--- src/design/bracketed_decimal_parser_core_defines.svh ---
// Assertion macros for the bracketed decimal parser core.
// Included by the top level; no other dependencies.
`ifndef BRACKETED_DECIMAL_PARSER_CORE_DEFINES_SVH
`define BRACKETED_DECIMAL_PARSER_CORE_DEFINES_SVH

`ifndef SYNTHESIS

// Property checked on every rising edge, ignored while reset is low.
`define BDP_ASSERT(label, clk, rst_n, prop) \
    label: assert property (@(posedge clk) disable iff (!rst_n) prop) \
        else $error("bdp assertion failed");

// Property checked on every rising edge, reset included.
`define BDP_ASSERT_ALWAYS(label, clk, prop) \
    label: assert property (@(posedge clk) prop) \
        else $error("bdp assertion failed");

`else

`define BDP_ASSERT(label, clk, rst_n, prop)
`define BDP_ASSERT_ALWAYS(label, clk, prop)

`endif

`endif

--- src/design/bdp_pkg.sv ---
// Shared types and constants of the bracketed decimal parser.
// No dependencies; used by bdp_step and bracketed_decimal_parser_core.
package bdp_pkg;

    localparam int MAX_CHARS     = 40;
    localparam int MANT_BITS     = 60;
    localparam int OUT_MANT_W    = 60;
    localparam int CNT_W         = 6;
    localparam int CHAR_W        = 7;
    localparam int IN_CHAR_W     = 8;
    localparam int MODE_W        = 2;
    localparam int STATUS_W      = 2;
    localparam int PROD_W        = MANT_BITS + 4;

    localparam logic [MODE_W-1:0] MODE_UNSIGNED    = 2'd0;
    localparam logic [MODE_W-1:0] MODE_SIGNED      = 2'd1;
    localparam logic [MODE_W-1:0] MODE_INTEGER     = 2'd2;
    localparam logic [MODE_W-1:0] MODE_INTEGER_ALT = 2'd3;
    localparam logic [MODE_W-1:0] MODE_RESET       = MODE_UNSIGNED;
    localparam int                MODE_INT_BIT     = 1;

    localparam logic [CHAR_W-1:0] CH_OPEN  = 7'h28;
    localparam logic [CHAR_W-1:0] CH_CLOSE = 7'h29;
    localparam logic [CHAR_W-1:0] CH_COMMA = 7'h2C;
    localparam logic [CHAR_W-1:0] CH_POINT = 7'h2E;
    localparam logic [CHAR_W-1:0] CH_MINUS = 7'h2D;
    localparam logic [CHAR_W-1:0] CH_ZERO  = 7'h30;
    localparam logic [CHAR_W-1:0] CH_NINE  = 7'h39;

    typedef enum logic [STATUS_W-1:0] {
        ST_OK       = 2'd0,
        ST_ILLEGAL  = 2'd1,
        ST_LIMIT    = 2'd2,
        ST_OVERFLOW = 2'd3
    } t_status;

    typedef struct packed {
        logic                 in_brackets;
        logic [CNT_W-1:0]     char_cnt;
        logic [MANT_BITS-1:0] acc;
        logic [CNT_W-1:0]     frac_cnt;
        logic                 point;
        logic                 minus;
    } t_parse_state;

    typedef struct packed {
        logic                  emit;
        logic [OUT_MANT_W-1:0] mantissa;
        logic [CNT_W-1:0]      frac_digits;
        logic                  negative;
        t_status               status;
    } t_step_out;

endpackage

--- src/design/bdp_step.sv ---
// Per-byte parse step: next parser state and the optional result.
// Depends on bdp_pkg for the state and result types.
module bdp_step (
    input  logic [bdp_pkg::MODE_W-1:0] i_mode,
    input  logic [bdp_pkg::CHAR_W-1:0] i_char,
    input  bdp_pkg::t_parse_state      i_state,
    output bdp_pkg::t_parse_state      o_state,
    output bdp_pkg::t_step_out         o_res
);

    logic                           int_mode;
    logic                           signed_mode;
    logic                           is_term;
    logic                           is_digit;
    logic [3:0]                     digit;
    logic [bdp_pkg::PROD_W-1:0]     prod;
    logic                           ovf;
    logic [bdp_pkg::CNT_W-1:0]      cnt_inc;
    bdp_pkg::t_status               st;
    bdp_pkg::t_parse_state          work;

    assign int_mode    = i_mode[bdp_pkg::MODE_INT_BIT];
    assign signed_mode = (i_mode == bdp_pkg::MODE_SIGNED);
    assign is_term     = (i_char == bdp_pkg::CH_CLOSE) ||
                         ((i_char == bdp_pkg::CH_COMMA) && !int_mode);
    assign is_digit    = (i_char >= bdp_pkg::CH_ZERO) && (i_char <= bdp_pkg::CH_NINE);
    assign digit       = 4'(i_char - bdp_pkg::CH_ZERO);

    // acc * 10 + digit never needs more than four extra bits.
    assign prod = (bdp_pkg::PROD_W'(i_state.acc) << 3) +
                  (bdp_pkg::PROD_W'(i_state.acc) << 1) +
                  bdp_pkg::PROD_W'(digit);
    assign ovf  = (prod[bdp_pkg::PROD_W-1:bdp_pkg::MANT_BITS] != '0);
    assign cnt_inc = i_state.char_cnt + bdp_pkg::CNT_W'(1);

    always_comb begin
        o_state = i_state;
        o_res   = '0;
        work    = i_state;
        st      = bdp_pkg::ST_OK;

        if (!i_state.in_brackets) begin
            if (i_char == bdp_pkg::CH_OPEN) begin
                o_state             = '0;
                o_state.in_brackets = 1'b1;
                o_state.char_cnt    = bdp_pkg::CNT_W'(1);
            end
        end else if (is_term) begin
            o_res.emit        = 1'b1;
            o_res.mantissa    = bdp_pkg::OUT_MANT_W'(i_state.acc);
            o_res.frac_digits = i_state.frac_cnt;
            o_res.negative    = i_state.minus;
            o_res.status      = bdp_pkg::ST_OK;
            o_state           = '0;
        end else begin
            if (is_digit) begin
                if (ovf) begin
                    st = bdp_pkg::ST_OVERFLOW;
                end else begin
                    work.acc = prod[bdp_pkg::MANT_BITS-1:0];
                    if (i_state.point && (i_state.frac_cnt != '1)) begin
                        work.frac_cnt = i_state.frac_cnt + bdp_pkg::CNT_W'(1);
                    end
                end
            end else if ((i_char == bdp_pkg::CH_POINT) && !int_mode) begin
                work.point    = 1'b1;
                work.frac_cnt = '0;
            end else if ((i_char == bdp_pkg::CH_MINUS) && signed_mode) begin
                work.minus = 1'b1;
            end else begin
                st = bdp_pkg::ST_ILLEGAL;
            end

            if (st != bdp_pkg::ST_OK) begin
                o_res.emit   = 1'b1;
                o_res.status = st;
                o_state      = '0;
            end else if (cnt_inc >= bdp_pkg::CNT_W'(bdp_pkg::MAX_CHARS)) begin
                o_res.emit   = 1'b1;
                o_res.status = bdp_pkg::ST_LIMIT;
                o_state      = '0;
            end else begin
                o_state          = work;
                o_state.char_cnt = cnt_inc;
            end
        end
    end

endmodule

--- src/design/bracketed_decimal_parser_core.sv ---
// Top level of the bracketed decimal parser: handshakes, registers, checks.
// Depends on bdp_pkg, bdp_step and bracketed_decimal_parser_core_defines.svh.
//
// The core takes one received byte per transfer and accepts a new byte in
// every clock cycle. Bit 7 of each byte is dropped. Bytes are skipped until
// an open bracket; after it, digits build an exact 60-bit mantissa, a point
// restarts the count of fraction digits, and in signed mode a minus sign
// marks the value negative. A close bracket, or a comma in the two decimal
// modes, ends the number and produces one result transfer carrying the
// mantissa, the fraction digit count, the sign and an ok status. An illegal
// byte, a mantissa that would overflow, or a number reaching 40 bytes
// (bracket included) produces an error result instead, with zero payload,
// and the core goes back to hunting for an open bracket. A byte flows through
// an input register and a result register. The whole parse step (a multiply
// by ten done as two shifts and an add, plus the overflow check) sits between
// those two registers. The input side stalls only when the result register
// is full, its consumer stalls, and the waiting byte would produce another
// result.
// The mode register is written through i_cfg_wr_en and i_cfg_wr_data and
// must only be changed while no transfer is in flight.
`include "bracketed_decimal_parser_core_defines.svh"

module bracketed_decimal_parser_core (
    input  logic                              i_clk,
    input  logic                              i_rst_n,
    input  logic                              i_cfg_wr_en,
    input  logic [bdp_pkg::MODE_W-1:0]        i_cfg_wr_data,
    input  logic                              i_in_valid,
    output logic                              o_in_stall,
    input  logic [bdp_pkg::IN_CHAR_W-1:0]     i_char_in,
    output logic                              o_out_valid,
    input  logic                              i_out_stall,
    output logic [bdp_pkg::OUT_MANT_W-1:0]    o_mantissa,
    output logic [bdp_pkg::CNT_W-1:0]         o_frac_digits,
    output logic                              o_negative,
    output logic [bdp_pkg::STATUS_W-1:0]      o_status
);

    // Configuration and parser state.
    logic [bdp_pkg::MODE_W-1:0]     r_mode;
    bdp_pkg::t_parse_state          r_state;
    bdp_pkg::t_parse_state          n_state;

    // Input register holding the masked byte.
    logic                           r_in_valid;
    logic [bdp_pkg::CHAR_W-1:0]     r_char;

    // Result register.
    logic                           r_out_valid;
    logic [bdp_pkg::OUT_MANT_W-1:0] r_mant;
    logic [bdp_pkg::CNT_W-1:0]      r_frac;
    logic                           r_neg;
    bdp_pkg::t_status               r_status;

    bdp_pkg::t_step_out             step_res;
    logic                           advance;
    logic                           in_accept;

    bdp_step u_step (
        .i_mode  (r_mode),
        .i_char  (r_char),
        .i_state (r_state),
        .o_state (n_state),
        .o_res   (step_res)
    );

    // A byte leaves the input register whenever its result, if any, has room.
    assign advance    = r_in_valid && (!step_res.emit || !r_out_valid || !i_out_stall);
    assign o_in_stall = r_in_valid && !advance;
    assign in_accept  = i_in_valid && !o_in_stall;

    always_ff @(posedge i_clk) begin
        if (!i_rst_n) begin
            r_mode      <= bdp_pkg::MODE_RESET;
            r_state     <= '0;
            r_in_valid  <= 1'b0;
            r_out_valid <= 1'b0;
        end else begin
            if (i_cfg_wr_en) begin
                r_mode <= i_cfg_wr_data;
            end

            if (in_accept) begin
                r_in_valid <= 1'b1;
            end else if (advance) begin
                r_in_valid <= 1'b0;
            end

            if (advance) begin
                r_state <= n_state;
            end

            if (advance && step_res.emit) begin
                r_out_valid <= 1'b1;
            end else if (!i_out_stall) begin
                r_out_valid <= 1'b0;
            end
        end
    end

    // Payload registers carry no reset.
    always_ff @(posedge i_clk) begin
        if (in_accept) begin
            r_char <= i_char_in[bdp_pkg::CHAR_W-1:0];
        end
        if (advance && step_res.emit) begin
            r_mant   <= step_res.mantissa;
            r_frac   <= step_res.frac_digits;
            r_neg    <= step_res.negative;
            r_status <= step_res.status;
        end
    end

    assign o_out_valid   = r_out_valid;
    assign o_mantissa    = r_mant;
    assign o_frac_digits = r_frac;
    assign o_negative    = r_neg;
    assign o_status      = r_status;

    // Error results carry a zero payload.
    `BDP_ASSERT(a_err_payload_zero, i_clk, i_rst_n, (r_out_valid && (r_status != bdp_pkg::ST_OK)) |-> ((r_mant == '0) && (r_frac == '0) && !r_neg))

    // While hunting, the number state stays cleared.
    `BDP_ASSERT(a_hunt_clear, i_clk, i_rst_n, !r_state.in_brackets |-> ((r_state.acc == '0) && (r_state.frac_cnt == '0) && !r_state.point && !r_state.minus))

    // A delivered fraction count is always below the byte limit.
    `BDP_ASSERT(a_frac_bound, i_clk, i_rst_n, r_out_valid |-> (r_frac < bdp_pkg::CNT_W'(bdp_pkg::MAX_CHARS)))

    // A held byte stays in the input register unchanged.
    `BDP_ASSERT(a_in_hold, i_clk, i_rst_n, (r_in_valid && !advance) |=> (r_in_valid && $stable(r_char)))

endmodule
--- config.mk ---
export PLATFORM = sky130hd
export DESIGN_NAME = bracketed_decimal_parser_core
export DESIGN_NICKNAME = d
export VERILOG_FILES = /design/src/design/bdp_pkg.sv /design/src/design/bdp_step.sv /design/src/design/bracketed_decimal_parser_core.sv
export VERILOG_INCLUDE_DIRS = /design/src /design/src/design
export SDC_FILE = /design/constraint.sdc
export NUM_CORES = 1
export LEC_CHECK = 0
export ABC_AREA = 1
export BUFFER_PORTS_ARGS = -buffer_cell sky130_fd_sc_hd__buf_2
export CORE_MARGIN = 5
export CORE_UTILIZATION = 43
export CTS_CLUSTER_SIZE = 20
export DETAILED_ROUTE_END_ITERATION = 8
export PLACE_DENSITY = 0.74
export SKIP_LAST_GASP = 1
export SYNTH_ARGS = -nofsm -noshare
export SYNTH_HDL_FRONTEND = slang
export SYNTH_SLANG_ARGS = --single-unit
--- constraint.sdc ---
create_clock -name i_clk -period 4.5 [get_ports i_clk]
set_clock_uncertainty 0.05 [all_clocks]
set_input_delay 1.125 -clock i_clk [delete_from_list [all_inputs] [get_ports i_clk]]
set_output_delay 1.125 -clock i_clk [all_outputs]
set_load 0.005 [all_outputs]
**Word-level counts from Yosys, hierarchy flattened**

Cells that the tools add are included.

- Bits in registers: 155
- Output and inout port bits: 71
- Logic and storage cells: 100

- Add/subtract/negate cells: 5
- $lt $le $gt $ge: 3
- Equality and inequality tests: 17
- Muxes and demuxes: 31
- Bitwise gates (word level): 1
- Reductions and logical operators: 29

Operators with widths:

| cell | number |
|---|---|
| 75-bit two-way mux | 5 |
| 70-bit two-way mux | 1 |
| 67-bit two-way mux | 1 |
| 66-bit two-way mux | 1 |
| 63-bit by 61-bit adder with 64-bit output | 1 |
| 64-bit by 4-bit adder with 64-bit output | 1 |
| 60-bit two-way mux | 1 |
| 7-bit by 6-bit equality test with 1-bit output (second input constant) | 5 |
| 2-bit two-way mux | 9 |
| 5-bit by 1-bit inequality test with 1-bit output (second input constant) | 3 |
| 5-bit by 4-bit inequality test with 1-bit output (second input constant) | 3 |
| 6-bit by 1-bit adder with 6-bit output (second input constant) | 2 |
| 6-bit two-way mux | 2 |
| 6-bit by 5-bit inequality test with 1-bit output (second input constant) | 2 |
| 1-bit two-way mux | 10 |
| 5-bit AND reduction | 2 |
| 1-bit logical AND | 9 |
| 4-bit AND reduction | 2 |
| 7-bit by 6-bit greater-or-equal comparator with 1-bit output (second input constant) | 1 |
| 7-bit by 6-bit less-or-equal comparator with 1-bit output (second input constant) | 1 |
| 7-bit two-way mux | 1 |
| 6-bit greater-or-equal comparator (second input constant) | 1 |
| 1-bit zero test | 6 |
| 6-bit by 1-bit inequality test with 1-bit output (second input constant) | 1 |
| 10 further kinds | 15 |

**Depth between registers and ports, before layout**

- Depth after elaboration: 20
- Gate-level depth with buffers: 27
- Gate-level depth less buffers: 27

**By module**

A second synthesis with hierarchy kept.

- Cell total of the unflattened synthesis: 2078
- Area total of the unflattened synthesis: 13644.3 sq um

By module, submodules not included:

| module | instances | cells each | area an instance (sq um) |
|---|---|---|---|
| bdp_step | 1 | 1487 | 7878.8 |
| bracketed_decimal_parser_core | 1 | 591 | 5765.5 |

**Least setup slack after synthesis**

OpenSTA, ideal clock, no wires.

- Path type: flip-flop to flip-flop
- Start: register r_char[3] (netlist bit)
- End: register r_frac (netlist bit o_frac_digits[0]) (enable)
- Data arrival time: 4182 ps
- Path slack: -155 ps
- Stages on the path, launching flop included: 23
- Cells stage by stage: edfxtp_1 -> inv_1 -> fa_1 -> fa_1 -> inv_1 -> nand3_1 -> nand3_1 -> nand3_1 -> nand3_1 -> nand2_1 -> nand2_2 -> nand2_1 -> nand3_1 -> nand2_1 -> nor2_1 -> nand2_1 -> nand2_2 -> nand3_4 -> nand3_4 -> nand2_1 -> inv_1 -> nand2_1 -> inv_1

- Word-level cells in the longest chain between the ends: 16
- Elaborated cells on any way between the ends: 29
- Those cells by class: 2 x add/sub; 2 x order compare; 4 x eq/ne; 9 x mux; 12 x reduce/logical

Ends and longest elaborated chain:

| item | line | text |
|---|---|---|
| from (decl) | bracketed_decimal_parser_core.sv:46 | `logic [bdp_pkg::CHAR_W-1:0] r_char;` |
| from (signal assigned) | bracketed_decimal_parser_core.sv:104 | `r_char <= i_char_in[bdp_pkg::CHAR_W-1:0];` |
| 4-bit by 1-bit subtractor with 4-bit output / 7-bit by 6-bit equality test with 1-bit output (equally long branches) | bdp_step.sv:27, bdp_step.sv:68 |  |
| 64-bit by 4-bit adder with 64-bit output / 1-bit logical AND (equally long branches) | bdp_step.sv:31, bdp_step.sv:68 |  |
| 4-bit nonzero test / 1-bit two-way mux (equally long branches) | bdp_step.sv:33, bdp_step.sv:68 |  |
| 2-bit two-way mux, on equally long branches | bdp_step.sv:57, bdp_step.sv:65 |  |
| 2-bit two-way mux | bdp_step.sv:56 | `if (is_digit) begin` |
| 2-bit two-way mux | bdp_step.sv:48 | `end else if (is_term) begin` |
| 2-bit two-way mux | bdp_step.sv:42 | `if (!i_state.in_brackets) begin` |
| 2-bit nonzero test | bdp_step.sv:74 | `if (st != bdp_pkg::ST_OK) begin` |
| 1-bit two-way mux | bdp_step.sv:74 |  |
| 1-bit two-way mux * | bdp_step.sv:48 |  |
| 70-bit two-way mux * | bdp_step.sv:42 |  |
| 1-bit zero test | bracketed_decimal_parser_core.sv:68 | `assign advance = r_in_valid && (!step_res.emit \|\| !r_out_valid \|\| !i_out_stall);` |
| 1-bit logical OR (2 in a row) | bracketed_decimal_parser_core.sv:68 |  |
| 1-bit logical AND | bracketed_decimal_parser_core.sv:68 |  |
| 1-bit logical AND * | bracketed_decimal_parser_core.sv:106 | `if (advance && step_res.emit) begin` |
| to (signal assigned) | bracketed_decimal_parser_core.sv:108 | `r_frac <= step_res.frac_digits;` |
| to (decl) | bracketed_decimal_parser_core.sv:51 | `logic [bdp_pkg::CNT_W-1:0] r_frac;` |

Mark *: on every way between the ends. The rest lies on a longest branch, timed or not. The select of a mux whose other input is x is not followed.
A chain may end at the register's enable or synchronous reset.

**Final worst setup path**

- Start: register r_char[3] (netlist bit)
- End: output o_in_stall

- Word-level cells in the longest chain between the ends: 17
- Elaborated cells on any way between the ends: 30
- Those cells by class: 2 x add/sub; 2 x order compare; 4 x eq/ne; 9 x mux; 13 x reduce/logical

Ends and longest elaborated chain:

| item | line | text |
|---|---|---|
| 4-bit by 1-bit subtractor with 4-bit output / 7-bit by 6-bit equality test with 1-bit output (equally long branches) | bdp_step.sv:27, bdp_step.sv:68 |  |
| 64-bit by 4-bit adder with 64-bit output / 1-bit logical AND (equally long branches) | bdp_step.sv:31, bdp_step.sv:68 |  |
| 4-bit nonzero test / 1-bit two-way mux (equally long branches) | bdp_step.sv:33, bdp_step.sv:68 |  |
| 2-bit two-way mux, on equally long branches | bdp_step.sv:57, bdp_step.sv:65 |  |
| 2-bit two-way mux | bdp_step.sv:56 |  |
| 2-bit two-way mux | bdp_step.sv:48 |  |
| 2-bit two-way mux | bdp_step.sv:42 |  |
| 2-bit nonzero test | bdp_step.sv:74 |  |
| 1-bit two-way mux | bdp_step.sv:74 |  |
| 1-bit two-way mux * | bdp_step.sv:48 |  |
| 70-bit two-way mux * | bdp_step.sv:42 |  |
| 1-bit zero test * | bracketed_decimal_parser_core.sv:68 |  |
| 1-bit logical OR * (2 in a row) | bracketed_decimal_parser_core.sv:68 |  |
| 1-bit logical AND * | bracketed_decimal_parser_core.sv:68 |  |
| 1-bit zero test * | bracketed_decimal_parser_core.sv:69 | `assign o_in_stall = r_in_valid && !advance;` |
| 1-bit logical AND * | bracketed_decimal_parser_core.sv:69 |  |
| to (decl) | bracketed_decimal_parser_core.sv:29 | `output logic o_in_stall,` |

Marks and branches as above.

==> flow_summary.json <==
{
  "end_kind": "primary output",
  "synth_edf_count": 76,
  "final.setup.tns_ns": 0,
  "root_buffer": "clkbuf_16",
  "cp-start-kind": "flop",
  "p_per_area_nw_per_um2": 235,
  "dp_hpwl_mm": 20.6,
  "drt-initial-drc-count": 695,
  "outcome": "completed",
  "r2r-start": "r_char[3]",
  "rsz0062_at_grt": "yes",
  "clock_path_buffers": 2,
  "whs_ns": 0.450,
  "routabilityCongestion": 0.938,
  "drive_gt1_share_pct": 12.9,
  "yosysSeqAreaShare_pct": 34.4,
  "holdBufCountCts": 0,
  "r2r_slack_ns": 0.53,
  "synthesis.nets": 1756,
  "r2r_cells": 23,
  "cts_buffers": 17,
  "core_area_um2": 25900,
  "crit_path_cell_trace": "inv_2 -> fa_1 -> inv_1 -> ha_4 -> a21oi_2 -> nand2_4 -> a21oi_4 -> o21ai_4 -> nand2_2 -> nand2_4 -> nand2_2 -> nand2_2 -> nor2_2 -> nand2_2 -> nand2_2 -> nand3_4 -> nand3_4 -> nor2_4 -> buf_2",
  "max_freq_mhz": 226,
  "drc": 0,
  "maxCapViolCount": 0,
  "grt_overflow_total": 0,
  "grt_pass1_vias": 9905,
  "postRouteAntennaNets": 0,
  "pin_count": 86,
  "die_h_um": 172,
  "max_stage_delay_ns": 0.58,
  "worst_path_max_delay_cell": "fa_1",
  "nNetsFinal": 1849,
  "worst-path-max-fanout": 4,
  "worstSetupStartpoint": "r_char[3]",
  "grt_max_degree": 53,
  "p_leak_nw": 6.27,
  "via_count": 10271,
  "worst_pin_slew_ns": 0.797,
  "synth_seq_cells": 155,
  "clock-sinks": 155,
  "cp_top_family": "simple AND/OR/NAND/NOR gates",
  "worst_path_most_repeated_cell": "nand2_2",
  "critPathCapture": "o_in_stall",
  "clk_pin_slew_ns": 0.07,
  "drt_pass1_iterations": 7,
  "initial_core_util_pct": 43.3,
  "yosysWarnings": 0,
  "grt_pass1_wl_mm": 46.1,
  "htreeDepth": 4,
  "setup_viol": 0,
  "synth_top_area_share_pct": 20.3,
  "routed_via_density": 4.99,
  "syn_area_per_cell_um2": 6.94,
  "cp_num_buf_inv": 3,
  "ys_types": 42,
  "die-area_um2": 29400,
  "slew_headroom_pct": 46.9,
  "clk_latency_ns": 0.45,
  "wire_per_inst_um": 13.5,
  "worst-path-stages": 19,
  "critPathRequiredTime_ns": 3.32,
  "finalHoldViolCount": 0,
  "ys_top_cells_by_area": "edfxtp_1 20%, nand2_1 15%, dfxtp_1 14%, ha_1 14%, nor2_1 11%",
  "reg2reg_to": "o_mantissa[24]",
  "finalMaxSlewViolations": 0,
  "synth_top_flop_cell": "dfxtp_1",
  "fp-row-count": 59,
  "peakVddDrop_v": 0.000184,
  "synthToLayoutAreaGrowth_pct": 14.9,
  "diodes": 0,
  "synthCells": 1617,
  "worstSetupPathType": "reg -> out",
  "synthArstFlopShare_pct": 0,
  "port_buffers": 84,
  "grt_use_total_pct": 19.0,
  "cts_tree": "built",
  "worstHoldPathType": "reg -> reg",
  "antenna_found_initial": 0,
  "fin_util_pct": 49.8,
  "post-route-min-period_ns": 4.42,
  "crit_arrival_ns": 3.25,
  "die_w_um": 172,
  "synth_area_um2": 11200,
  "fin_crit_sh_pct": 98.3,
  "drt-total-wl_mm": 27.8,
  "synth_top_area_cell": "edfxtp_1"
}
## repair_timing
action                     4_1_cts  5_1_grt
pin swaps                        4       13
setup endpoints to repair        1        1
gates cloned                     0        0
buffers inserted                 3        4
resized for setup                8       44
## worst min-delay path by stage
| stage | startpoint | to | depth (start not counted) |
|---|---|---|---|
| detailed placement | o_out_valid | o_out_valid | 2 |
| global route | r_state[69] | r_state[69] | 2 |
| CTS | r_state[72] | r_state[72] | 2 |
| global placement | r_state[72] | r_state[72] | 2 |
| floorplan | r_state[0] | r_state[0] | 2 |
| finish | r_state[72] | r_state[72] | 2 |
## layer usage
layer  GRT usage, %  part of all wire, %  vias to the layer above
met2           32.3                   46                      258
li1               -                    -                     5323
met1           24.9                   47                     4634
met5              0                    0                        -
met4           5.75                  2.3                        0
met3           3.01                  4.8                       56
## synth_stat cells, types with 16 or more instances
cell type    n
nor3_1      16
xor2_1      29
a21oi_1    123
o21ai_0     29
edfxtp_1    76
nand3_1     39
clkbuf_1    19
nor2_1     330
inv_1      204
nand2_1    440
dfxtp_1     79
ha_1       122
## report_power, final
group	switching (mW)	leakage (nW)	internal, mW
logic	0.0364	4.77	0.0188
registers	0.00632	1.21	1.47
clock network	0.699	0.290	0.796
total	0.742	6.27	2.29
## per-stage QoR
stage	setup slack (ns)	power [mW]	instances	area, µm²
3_5_place_dp	0.219	1.57	2019	12100
5_1_grt	-0.111	3.13	2058	12900
4_1_cts	0.00968	3.06	2054	12700
2_1_floorplan	0.188	1.55	1617	11200
6_report	0.0752	3.03	2058	12900
3_3_place_gp	0.264	1.56	2019	12100
## cell type report
class	count	area, µm²
inverters	216	815
fillers	2505	13000
clock inverters	15	175
multi-input cells	1210	6570
clock buffers	17	425
well taps	335	419
flip-flops and latches	155	3860
repair buffers	110	641
## cells in the final DEF, fill, tap and decap left out, types with 7 or more instances in the layout
cell         n
nand2_1    427
inv_2       14
edfxtp_1    76
xnor2_1     10
nand2_2     14
xor2_1      29
o21bai_1    15
inv_1      201
nand3_1     33
nor2_2      15
buf_2       84
a21oi_1    118
buf_4       24
ha_1       117
clkbuf_16   17
inv_8        7
a31oi_1     10
dfxtp_1     79
nor3_1      15
nor2_1     320
o21ai_0     29
nand3_2      7
## cell families after synthesis
group / Yosys count / synth area share, %
AOI/OAI and AO/OA: 197 / 9.62
xor gates and xnor gates: 39 / 3.04
adders and majority gates: 124 / 14.0
buffers and inverters: 252 / 8.93
DFF: 155 / 34.4
and+or+nand+nor: 850 / 30.0
## sequential cells by signal (all words and copies together) (netlist names)
name	cells
r_state	75
r_in_valid	1
o_mantissa	60
r_char	7
o_frac_digits	6
o_negative	1
o_out_valid	1
r_mode	2
o_status	2
## worst min-delay path, cell delays in order, from the launching register on
cell,delay [ns]
dfxtp_1,0.33
nand2_1,0.07
a21oi_1,0.05
(Power assumes the default switching activity.)
